<file path="config.mk">
export PLATFORM = sky130hd
export DESIGN_NAME = chapter_heading_detector_unit_flat
export DESIGN_NICKNAME = d
export VERILOG_FILES = /design/src/design/chd_pkg.sv /design/src/design/chd_in_if.sv /design/src/design/chd_out_if.sv /design/src/design/chd_result_fifo.sv /design/src/design/chapter_heading_detector_unit.sv /design/src/flat_wrapper.sv
export SDC_FILE = /design/constraint.sdc
export NUM_CORES = 1
export LEC_CHECK = 0
export BUFFER_PORTS_ARGS = -buffer_cell sky130_fd_sc_hd__clkbuf_2
export CORE_AREA = 2 2 255 257
export CTS_CLUSTER_SIZE = 28
export DETAILED_ROUTE_END_ITERATION = 16
export DIE_AREA = 0 0 257 259
export PLACE_DENSITY = 0.64
export SYNTH_ARGS = -nofsm -noshare
export SYNTH_HDL_FRONTEND = slang
export SYNTH_HIERARCHICAL = 1
export SYNTH_SLANG_ARGS = --single-unit
</file>
<file path="constraint.sdc">
create_clock -name clk_i -period 9.6 [get_ports clk_i]
set_clock_uncertainty 0.05 [all_clocks]
set_input_delay 0 -clock clk_i [delete_from_list [all_inputs] [get_ports clk_i]]
set_output_delay 0 -clock clk_i [all_outputs]
set_load 0.02 [all_outputs]
</file>
<file path="src/design/chd_pkg.sv">
`default_nettype none

package chd_pkg;

  localparam int unsigned UnitW   = 16;
  localparam int unsigned OffsetW = 32;
  localparam int unsigned LenW    = 6;

  localparam int unsigned MaxTitle  = 64;
  localparam int unsigned LenTop    = (1 << LenW) - 1;
  localparam int unsigned LenCapInt = (MaxTitle - 1 < LenTop) ? MaxTitle - 1 : LenTop;
  localparam logic [LenW-1:0] LenCap = LenW'(LenCapInt);

  localparam logic [OffsetW-1:0] OffsetTop = '1;

  localparam int unsigned ResultSlots = 4;

  localparam int unsigned FifoDepth = 4;
  localparam int unsigned FifoPtrW  = $clog2(FifoDepth);
  localparam int unsigned FifoCntW  = $clog2(FifoDepth + 1);

  localparam logic [UnitW-1:0] UnitLineEnd = 16'h000A;
  localparam logic [UnitW-1:0] UnitSpace   = 16'h0020;
  localparam logic [UnitW-1:0] UnitTab     = 16'h0009;
  localparam logic [UnitW-1:0] UnitIdeoSp  = 16'h3000;
  localparam logic [UnitW-1:0] UnitDi      = 16'h7B2C;
  localparam logic [UnitW-1:0] UnitXie     = 16'h6954;
  localparam logic [UnitW-1:0] UnitZi      = 16'h5B50;
  localparam logic [UnitW-1:0] UnitXu      = 16'h5E8F;
  localparam logic [UnitW-1:0] UnitZhang   = 16'h7AE0;

  typedef enum logic [3:0] {
    PairNone = 4'b0001,
    PairXie  = 4'b0010,
    PairXu   = 4'b0100,
    PairDone = 4'b1000
  } pair_stage_e;

  typedef struct packed {
    logic [OffsetW-1:0] heading_offset;
    logic [LenW-1:0]    title_length;
    logic               last_of_run;
  } chd_result_t;

  typedef struct packed {
    logic [1:0]            cnt;
    chd_result_t [1:0]     res;
  } chd_push_t;

  function automatic logic is_blank(input logic [UnitW-1:0] ch);
    return ch == UnitSpace || ch == UnitTab || ch == UnitIdeoSp;
  endfunction

  function automatic logic is_numeral(input logic [UnitW-1:0] ch);
    logic hit;
    case (ch) inside
      16'h0020, 16'h0009, 16'h3000, 16'h00A0,
      [16'h0030:16'h0039], [16'hFF10:16'hFF19],
      16'h96F6, 16'h4E00, 16'h4E8C, 16'h4E09, 16'h56DB,
      16'h4E94, 16'h516D, 16'h4E03, 16'h516B, 16'h4E5D,
      16'h5341, 16'h767E, 16'h5343, 16'h4E07, 16'h4EBF,
      16'h58F9, 16'h8D30, 16'h53C1, 16'h8086,
      16'h4F0D, 16'h9646, 16'h67D2, 16'h634C, 16'h7396,
      16'h62FE, 16'h4F70, 16'h4EDF, 16'h842C, 16'h5104,
      16'h4E24, 16'h3007: hit = 1'b1;
      default: hit = 1'b0;
    endcase
    return hit;
  endfunction

  function automatic logic is_unit(input logic [UnitW-1:0] ch);
    logic hit;
    case (ch) inside
      16'h5377, 16'h7AE0, 16'h90E8, 16'h8282, 16'h7BC0,
      16'h56DE, 16'h7BC7, 16'h96C6, 16'h518C,
      16'h5E55, 16'h7F16, 16'h8BDD, 16'h8A71,
      16'h8BB2, 16'h8B1B: hit = 1'b1;
      default: hit = 1'b0;
    endcase
    return hit;
  endfunction

  function automatic logic [OffsetW-1:0] sat_back(input logic [OffsetW-1:0] p,
                                                   input logic [1:0] k);
    logic [OffsetW-1:0] kk;
    kk = OffsetW'(k);
    if (p == OffsetTop) return OffsetTop;
    return (p >= kk) ? p - kk : '0;
  endfunction

  function automatic logic [LenW-1:0] capped_len(input logic [OffsetW-1:0] s,
                                                  input logic [OffsetW-1:0] e);
    logic [OffsetW-1:0] diff;
    diff = (e > s) ? e - s : '0;
    return (diff > OffsetW'(LenCapInt)) ? LenCap : diff[LenW-1:0];
  endfunction

endpackage

`default_nettype wire

</file>
<file path="src/design/chd_in_if.sv">
`default_nettype none

interface chd_in_if;
  logic                      valid;
  logic                      ready;
  logic [chd_pkg::UnitW-1:0] code_unit;
  logic                      end_of_text;

  modport source (output valid, output code_unit, output end_of_text, input ready);
  modport sink (input valid, input code_unit, input end_of_text, output ready);
endinterface

`default_nettype wire

</file>
<file path="src/design/chd_out_if.sv">
`default_nettype none

interface chd_out_if;
  logic                        valid;
  logic                        ready;
  logic [chd_pkg::OffsetW-1:0] heading_offset;
  logic [chd_pkg::LenW-1:0]    title_length;
  logic                        last_of_run;

  modport source (output valid, output heading_offset, output title_length,
                  output last_of_run, input ready);
  modport sink (input valid, input heading_offset, input title_length,
                input last_of_run, output ready);
endinterface

`default_nettype wire

</file>
<file path="src/design/chd_result_fifo.sv">
`default_nettype none

module chd_result_fifo (
  input  wire logic              clk_i,
  input  wire logic              rst_ni,
  input  wire chd_pkg::chd_push_t push_i,
  output logic                   room_o,
  chd_out_if.source              res_o
);

  chd_pkg::chd_result_t                 mem_q [chd_pkg::FifoDepth];
  logic [chd_pkg::FifoPtrW-1:0]         rd_ptr_q, wr_ptr_q;
  logic [chd_pkg::FifoCntW-1:0]         count_q;
  logic [chd_pkg::FifoPtrW-1:0]         wr_ptr_1;
  logic                                 pop;
  chd_pkg::chd_result_t                 head;

  assign head     = mem_q[rd_ptr_q];
  assign pop      = res_o.valid && res_o.ready;
  assign wr_ptr_1 = wr_ptr_q + chd_pkg::FifoPtrW'(1);
  assign room_o   = count_q <= chd_pkg::FifoCntW'(chd_pkg::FifoDepth - 2);

  assign res_o.valid          = count_q != '0;
  assign res_o.heading_offset = head.heading_offset;
  assign res_o.title_length   = head.title_length;
  assign res_o.last_of_run    = head.last_of_run;

  always_ff @(posedge clk_i) begin
    if (push_i.cnt != 2'd0) begin
      mem_q[wr_ptr_q] <= push_i.res[0];
    end
    if (push_i.cnt == 2'd2) begin
      mem_q[wr_ptr_1] <= push_i.res[1];
    end
  end

  always_ff @(posedge clk_i or negedge rst_ni) begin
    if (!rst_ni) begin
      rd_ptr_q <= '0;
      wr_ptr_q <= '0;
      count_q  <= '0;
    end else begin
      wr_ptr_q <= wr_ptr_q + chd_pkg::FifoPtrW'(push_i.cnt);
      if (pop) begin
        rd_ptr_q <= rd_ptr_q + chd_pkg::FifoPtrW'(1);
      end
      count_q <= count_q + chd_pkg::FifoCntW'(push_i.cnt) - chd_pkg::FifoCntW'(pop);
    end
  end

endmodule

`default_nettype wire

</file>
<file path="src/design/chapter_heading_detector_unit.sv">
// Chapter heading detector. Takes one UTF-16 code unit per cycle while the
// result queue has room and reports each heading as its start offset and
// title length once the title end is known. A unit is registered on
// acceptance, then decoded, and its zero, one or two results are written to
// a four-entry result queue; a result reaches the queue output through the
// unit register and then the queue memory. The queue drains one result per
// cycle while the sink is ready; the input stalls only while the queue holds
// more than two results. The state resets after the unit marked end_of_text.
`default_nettype none

module chapter_heading_detector_unit (
  input  wire logic  clk_i,
  input  wire logic  rst_ni,
  chd_in_if.sink     unit_i,
  chd_out_if.source  heading_o
);

  logic                              s1_valid_q;
  logic [chd_pkg::UnitW-1:0]         s1_unit_q;
  logic                              s1_eot_q;
  logic                              s1_adv;
  logic                              in_acc;
  logic                              room;

  logic [chd_pkg::OffsetW-1:0]       position_q, position_d;
  logic                              number_open_q, number_open_d;
  logic [chd_pkg::OffsetW-1:0]       number_start_q, number_start_d;
  logic                              span_all_valid_q, span_all_valid_d;
  logic                              span_has_digit_q, span_has_digit_d;
  chd_pkg::pair_stage_e              pair_stage_q, pair_stage_d;
  logic                              pending_valid_q, pending_valid_d;
  logic [chd_pkg::OffsetW-1:0]       pending_start_q, pending_start_d;

  logic [chd_pkg::ResultSlots-1:0]   slot_v;
  logic [chd_pkg::OffsetW-1:0]       slot_s [chd_pkg::ResultSlots];
  logic [chd_pkg::OffsetW-1:0]       slot_e [chd_pkg::ResultSlots];
  chd_pkg::chd_push_t                push;

  logic                              lf, blank;
  logic [chd_pkg::OffsetW-1:0]       back1, back2, end_c;

  assign s1_adv       = s1_valid_q && room;
  assign unit_i.ready = !s1_valid_q || s1_adv;
  assign in_acc       = unit_i.valid && unit_i.ready;

  assign lf    = s1_unit_q == chd_pkg::UnitLineEnd;
  assign blank = chd_pkg::is_blank(s1_unit_q);
  assign back1 = chd_pkg::sat_back(position_q, 2'd1);
  assign back2 = chd_pkg::sat_back(position_q, 2'd2);
  assign end_c = (position_q == chd_pkg::OffsetTop) ? position_q
                                                    : position_q + chd_pkg::OffsetW'(1);

  always_comb begin
    position_d       = position_q;
    number_open_d    = number_open_q;
    number_start_d   = number_start_q;
    span_all_valid_d = span_all_valid_q;
    span_has_digit_d = span_has_digit_q;
    pair_stage_d     = pair_stage_q;
    pending_valid_d  = pending_valid_q;
    pending_start_d  = pending_start_q;
    slot_v           = '0;
    for (int k = 0; k < chd_pkg::ResultSlots; k++) begin
      slot_s[k] = '0;
      slot_e[k] = '0;
    end

    // finish a keyword pair
    unique case (pair_stage_q)
      chd_pkg::PairDone: begin
        if (blank || lf) begin
          slot_v[0]       = pending_valid_d;
          slot_s[0]       = pending_start_d;
          slot_e[0]       = back2;
          pending_valid_d = 1'b1;
          pending_start_d = back2;
        end
        pair_stage_d = chd_pkg::PairNone;
      end
      chd_pkg::PairXie: begin
        pair_stage_d = (s1_unit_q == chd_pkg::UnitZi) ? chd_pkg::PairDone : chd_pkg::PairNone;
      end
      chd_pkg::PairXu: begin
        pair_stage_d = (s1_unit_q == chd_pkg::UnitZhang) ? chd_pkg::PairDone
                                                         : chd_pkg::PairNone;
      end
      default: begin
        pair_stage_d = chd_pkg::PairNone;
      end
    endcase

    if (lf) begin
      slot_v[1]       = pending_valid_d;
      slot_s[1]       = pending_start_d;
      slot_e[1]       = position_q;
      pending_valid_d = 1'b0;
      number_open_d   = 1'b0;
      pair_stage_d    = chd_pkg::PairNone;
    end else if (s1_unit_q == chd_pkg::UnitDi) begin
      number_open_d    = 1'b1;
      number_start_d   = position_q;
      span_all_valid_d = 1'b1;
      span_has_digit_d = 1'b0;
    end else if (number_open_q && span_all_valid_q && span_has_digit_q &&
                 chd_pkg::is_unit(s1_unit_q)) begin
      slot_v[1]       = pending_valid_d;
      slot_s[1]       = pending_start_d;
      slot_e[1]       = number_start_q;
      pending_valid_d = 1'b1;
      pending_start_d = number_start_q;
      number_open_d   = 1'b0;
    end else if (number_open_q) begin
      if (!chd_pkg::is_numeral(s1_unit_q)) begin
        span_all_valid_d = 1'b0;
      end else if (!blank) begin
        span_has_digit_d = 1'b1;
      end
    end else if (pair_stage_d == chd_pkg::PairNone) begin
      if (s1_unit_q == chd_pkg::UnitXie) begin
        pair_stage_d = chd_pkg::PairXie;
      end else if (s1_unit_q == chd_pkg::UnitXu) begin
        pair_stage_d = chd_pkg::PairXu;
      end
    end

    // close the text
    if (s1_eot_q) begin
      if (!lf) begin
        if (pair_stage_d == chd_pkg::PairDone) begin
          slot_v[2]       = pending_valid_d;
          slot_s[2]       = pending_start_d;
          slot_e[2]       = back1;
          pending_valid_d = 1'b1;
          pending_start_d = back1;
        end
        slot_v[3] = pending_valid_d;
        slot_s[3] = pending_start_d;
        slot_e[3] = end_c;
      end
      position_d       = '0;
      number_open_d    = 1'b0;
      number_start_d   = '0;
      span_all_valid_d = 1'b0;
      span_has_digit_d = 1'b0;
      pair_stage_d     = chd_pkg::PairNone;
      pending_valid_d  = 1'b0;
      pending_start_d  = '0;
    end else if (position_q != chd_pkg::OffsetTop) begin
      position_d = position_q + chd_pkg::OffsetW'(1);
    end
  end

  // pack up to two results in order
  always_comb begin
    push = '0;
    for (int k = 0; k < chd_pkg::ResultSlots; k++) begin
      if (slot_v[k]) begin
        if (push.cnt == 2'd0) begin
          push.res[0].heading_offset = slot_s[k];
          push.res[0].title_length   = chd_pkg::capped_len(slot_s[k], slot_e[k]);
          push.cnt                   = 2'd1;
        end else if (push.cnt == 2'd1) begin
          push.res[1].heading_offset = slot_s[k];
          push.res[1].title_length   = chd_pkg::capped_len(slot_s[k], slot_e[k]);
          push.cnt                   = 2'd2;
        end
      end
    end
    push.res[0].last_of_run = push.cnt == 2'd1;
    push.res[1].last_of_run = push.cnt == 2'd2;
    if (!s1_adv) begin
      push.cnt = 2'd0;
    end
  end

  always_ff @(posedge clk_i) begin
    if (in_acc) begin
      s1_unit_q <= unit_i.code_unit;
      s1_eot_q  <= unit_i.end_of_text;
    end
  end

  always_ff @(posedge clk_i or negedge rst_ni) begin
    if (!rst_ni) begin
      s1_valid_q       <= 1'b0;
      position_q       <= '0;
      number_open_q    <= 1'b0;
      number_start_q   <= '0;
      span_all_valid_q <= 1'b0;
      span_has_digit_q <= 1'b0;
      pair_stage_q     <= chd_pkg::PairNone;
      pending_valid_q  <= 1'b0;
      pending_start_q  <= '0;
    end else begin
      if (in_acc) begin
        s1_valid_q <= 1'b1;
      end else if (s1_adv) begin
        s1_valid_q <= 1'b0;
      end
      if (s1_adv) begin
        position_q       <= position_d;
        number_open_q    <= number_open_d;
        number_start_q   <= number_start_d;
        span_all_valid_q <= span_all_valid_d;
        span_has_digit_q <= span_has_digit_d;
        pair_stage_q     <= pair_stage_d;
        pending_valid_q  <= pending_valid_d;
        pending_start_q  <= pending_start_d;
      end
    end
  end

  chd_result_fifo u_result_fifo (
    .clk_i  (clk_i),
    .rst_ni (rst_ni),
    .push_i (push),
    .room_o (room),
    .res_o  (heading_o)
  );

`ifndef ASSERT_OFF
  a_eot_resets_position: assert property (@(posedge clk_i) disable iff (!rst_ni)
    s1_adv && s1_eot_q |=> position_q == '0)
    else $error("position not cleared after end of text");

  a_line_end_drops_pending: assert property (@(posedge clk_i) disable iff (!rst_ni)
    s1_adv && lf |=> !pending_valid_q && !number_open_q)
    else $error("heading state survives a line end");

  a_position_saturates: assert property (@(posedge clk_i) disable iff (!rst_ni)
    position_q == chd_pkg::OffsetTop && !(s1_adv && s1_eot_q) |=>
      position_q == chd_pkg::OffsetTop)
    else $error("position wrapped");

  a_number_excludes_pair: assert property (@(posedge clk_i) disable iff (!rst_ni)
    !(number_open_q && pair_stage_q != chd_pkg::PairNone))
    else $error("keyword pair tracked inside an open number");
`endif

endmodule

`default_nettype wire
</file>
<file path="src/flat_wrapper.sv">
// flat-port wrapper written by rule: the top's interface ports become plain ports
module chapter_heading_detector_unit_flat 
  (clk_i, rst_ni, unit_i_valid, unit_i_code_unit, unit_i_end_of_text, unit_i_ready, heading_o_valid, heading_o_heading_offset, heading_o_title_length, heading_o_last_of_run, heading_o_ready);
  chd_in_if unit_i_i ();
  chd_out_if heading_o_i ();
  input  wire logic clk_i;
  input  wire logic rst_ni;
  input wire logic [$bits(unit_i_i.valid)-1:0] unit_i_valid;
  input wire logic [$bits(unit_i_i.code_unit)-1:0] unit_i_code_unit;
  input wire logic [$bits(unit_i_i.end_of_text)-1:0] unit_i_end_of_text;
  output wire logic [$bits(unit_i_i.ready)-1:0] unit_i_ready;
  output wire logic [$bits(heading_o_i.valid)-1:0] heading_o_valid;
  output wire logic [$bits(heading_o_i.heading_offset)-1:0] heading_o_heading_offset;
  output wire logic [$bits(heading_o_i.title_length)-1:0] heading_o_title_length;
  output wire logic [$bits(heading_o_i.last_of_run)-1:0] heading_o_last_of_run;
  input wire logic [$bits(heading_o_i.ready)-1:0] heading_o_ready;
  assign unit_i_i.valid = unit_i_valid;
  assign unit_i_i.code_unit = unit_i_code_unit;
  assign unit_i_i.end_of_text = unit_i_end_of_text;
  assign unit_i_ready = unit_i_i.ready;
  assign heading_o_valid = heading_o_i.valid;
  assign heading_o_heading_offset = heading_o_i.heading_offset;
  assign heading_o_title_length = heading_o_i.title_length;
  assign heading_o_last_of_run = heading_o_i.last_of_run;
  assign heading_o_i.ready = heading_o_ready;
  chapter_heading_detector_unit u_core (.clk_i(clk_i), .rst_ni(rst_ni), .unit_i(unit_i_i), .heading_o(heading_o_i));
endmodule
</file>
==> metrics.csv <==
stage,metric,value,unit
outcome,status,completed,
floorplanning,core_area,63900,um^2
global_route,antenna_found_initial,1,
yosys,muxShareOfSynthArea,10.7,%
yosys,syn_area,28400,um^2
critical_path,path_depth,25,
routing,route.detailed.drc,0,
yosys,synth_fa_ha_area_share,6.75,%
clock_tree,cts_tree,yes,
flow_run,cap_viol_max_count,0,
yosys,async_flop_share,39.3,%
yosys,synth.distinct_cells,98,
global_route,grt_pass1_vias,27000,
critical_path,end_kind,flip-flop,
power,irDropWorstVdd,0.000109,V
yosys,synth_top_family_by_area,compound AO/OA/AOI/OAI gates,
floorplanning,die_height,259,um
routing,wl_per_cell,29.0,um
critical_path,crit_slowest_cell,o21ai_0,
placement,post-dp-hpwl,93300,um
global_route,track_usage,35.4,%
floorplanning,placementRows,93,
power,p_per_area,149,nW/um^2
floorplanning,start_util,44.4,%
yosys,synth_xor_area_share,5.00,%
timing,worst_slack,0.760,ns
timing,setup_tns,0,ns
hold_path,min_path_type,primary input to flip-flop,
final_layout,seq_area,8000,um^2
yosys,ys_warn_count,6,
critical_path,r2r_slack,0.76,ns
yosys,synth_fp_nets,3530,
critical_path,worstSetupPathType,flip-flop to flip-flop,
global_route,grt_max_degree,57,
final_layout,drive_gt1_share,14.5,%
clock_tree,numCtsBuffers,37,
yosys,ys_ff_latch,285,
clock_tree,post_cts_resized,0,
routing,post_drt_via_cell_ratio,6.85,
placement,pre_cts_ws,1.17,ns
critical_path,worstPathRequired,9.85,ns
floorplanning,ioPinCount,62,
yosys,syn_inst,3359,
routing,wirelength,122000,um
routing,final_antenna_net_count,0,
final_layout,multi_input_area,19200,um^2
yosys,yosys.area_share.simple,20.2,%
critical_path,start_kind,flip-flop,
timing,rsz0062_at_grt,no,
timing,max_slew_margin,11.8,%
floorplanning,die_area,66600,um^2
power,power,0.00458,W
critical_path,cp.arrival,9.09,ns
yosys,synth_compound_area_share,24.8,%
final_layout,nets,3497,
routing,vias,28800,
critical_path,crit_family,simple AND/OR/NAND/NOR gates,
clock_tree,cts.path.max_buffers,3,
power,p_leak,12.8,nW
timing,timing.final.crit_share,92.1,%
clock_tree,clockRootBuffer,clkbuf_16,
placement,place_congestion,1.04,
yosys,syn_avg_cell_area,8.45,um^2
yosys,synth_edf_count,173,
routing,firstDrtPassIters,7,
yosys,synthFlopType,edfxtp_1,
placement,numPortBuffers,61,
timing,fmax,0.113,GHz
global_route,grt_pass1_wl,178000,um
clock_tree,cts_sinks,285,
yosys,seq_area_frac_synth,28.2,%
timing,worst_slew_pin_slew,1.31,ns
clock_tree,worstSkewPairLatency,0.59,ns
timing,setup_violations,0,
routing,drtIter0Drc,3753,
timing,slew_violations,0,
timing,fin_hold_ws,0.0792,ns
final_layout,fill_cells,6234,
clock_tree,clk_pin_slew,0.06,ns
clock_tree,htreeDepth,2,
critical_path,critical-path-max-stage-delay,0.76,ns
timing,finalHoldViolCount,0,
timing,fin_crit,8.84,ns
critical_path,reg2reg_depth,25,
final_layout,area_growth,8.66,%
hold_path,holdPathStages,2,
critical_path,cp_max_fo,15,
critical_path,critical_path_buf_inv_count,1,
global_route,grt_overflow_total,0,
floorplanning,die_w,257,um
## path summary, 6_finish.rpt
| check | from | end |
|---|---|---|
| setup / recovery | u_core/position_q[0] | u_core/u_result_fifo/mem_q[2][4] |
| hold / removal | unit_i_end_of_text | u_core/s1_eot_q |
| setup reg to reg | u_core/position_q[0] | u_core/u_result_fifo/mem_q[2][4] |
| hold reg to reg | u_core/pair_stage_q[0] | u_core/pair_stage_q[0] |
| max in group asynchronous | rst_ni | u_core/number_start_q[6] |
| min in group asynchronous | rst_ni | u_core/pending_start_q[18] |
## routing by layer
metal  track usage (%)  part of all wire, %  routed length [um]  vias up
li1                  -                    -                   -    12700
met1              47.4                   41               49400    13900
met2              53.2                   43               51900     1819
met3              8.38                   11               13100      384
met4              18.9                  6.1                7490        0
met5                 0                    0                   0        -
## metrics by stage
| stage | cells | util [%] | instance area, um^2 |
|---|---|---|---|
| after floorplan | 3359 | - | 28400 |
| after CTS | 4206 | 48.3 | 30800 |
| after global placement | 4121 | 46.1 | 29500 |
| after global routing | 4206 | 48.3 | 30800 |
| after detailed placement | 4121 | 46.1 | 29500 |
| final | 4208 | 48.3 | 30800 |
## report_power, final
part	internal (W)	total, W	switching (W)
clock	0.000783	0.00139	0.000603
combinational	0.000605	0.00179	0.00118
sequential	0.00134	0.00141	0.0000725
total	0.00273	0.00458	0.00186
## area by class of cell
class,instances,share of cell area [%]
multi-input combinational,2776,62.4
antenna,2,0.0162
clock inverter,16,0.572
tap,855,3.47
sequential,285,25.9
inverter,67,0.816
clock buffer,48,3.17
timing repair buffer,159,3.59
## cell usage in the layout (no fill, tap or decap), types with 78 or more instances in the layout
master | Yosys | final
ha_1 | 145 | 145
o21ai_0 | 228 | 225
nand3_1 | 78 | 78
nand2_1 | 391 | 390
a21oi_1 | 278 | 278
a22o_1 | 80 | 80
edfxtp_1 | 173 | 173
dfrtp_1 | 111 | 109
xnor2_1 | 97 | 97
mux2_2 | 159 | 159
nor2_1 | 278 | 273
## kinds of logic (layout without fill, tap and decap cells)
family	count (synthesis)	after routing
compound gates	1063	1063
xor+xnor	162	162
fa+ha+maj	150	150
buf+inv	298	290
flops	285	285
mux	229	229
other cells	0	2
simple gates	1172	1172
## Yosys cell counts (78+ instances only)
cell type	instances	area share [%]
clkbuf_1	168	2.2
a21oi_1	278	4.9
nor2_1	278	3.7
ha_1	145	6.4
edfxtp_1	173	18
nand2_1	391	5.2
nand3_1	78	1.4
mux2_2	159	6.3
dfrtp_1	111	9.8
o21ai_0	228	4.0
xnor2_1	97	3.0
a22o_1	80	2.5
## worst reg2reg max path: stages, from the launching register on
cell,delay (ns)
dfrtp_1,0.72
ha_1,0.36
nand3_1,0.14
nor2_1,0.38
nand4_1,0.27
nor4_2,0.59
and2_1,0.50
a21oi_1,0.19
o21ai_0,0.76
nand2_1,0.11
nand2_1,0.20
a21oi_1,0.21
ha_1,0.43
a21o_1,0.23
a21o_1,0.23
a21oi_1,0.33
mux2_2,0.38
nor4_1,0.26
nand4_1,0.12
or4_1,0.53
nor4_2,0.26
nand4_1,0.27
buf_4,0.29
nor4_1,0.32
a211oi_1,0.15
mux2_2,0.29
## registers in the layout (all words and copies together) (netlist names), 2 cells and up
signal,count
u_core/u_result_fifo/mem_q,156
u_core/u_result_fifo/count_q,3
u_core/number_start_q,32
u_core/position_q,32
u_core/u_result_fifo/rd_ptr_q,2
u_core/pending_start_q,32
u_core/s1_unit_q,16
u_core/pair_stage_q,4
u_core/u_result_fifo/wr_ptr_q,2
## repair_timing
action | in CTS | in global routing
buffers inserted | 0 | 0
hold buffers | 21 | 0
endpoints found under the setup margin | 0 | 0
hold endpoints to repair | 86 | 0
Note: power is estimated with default switching activity, not from simulation.
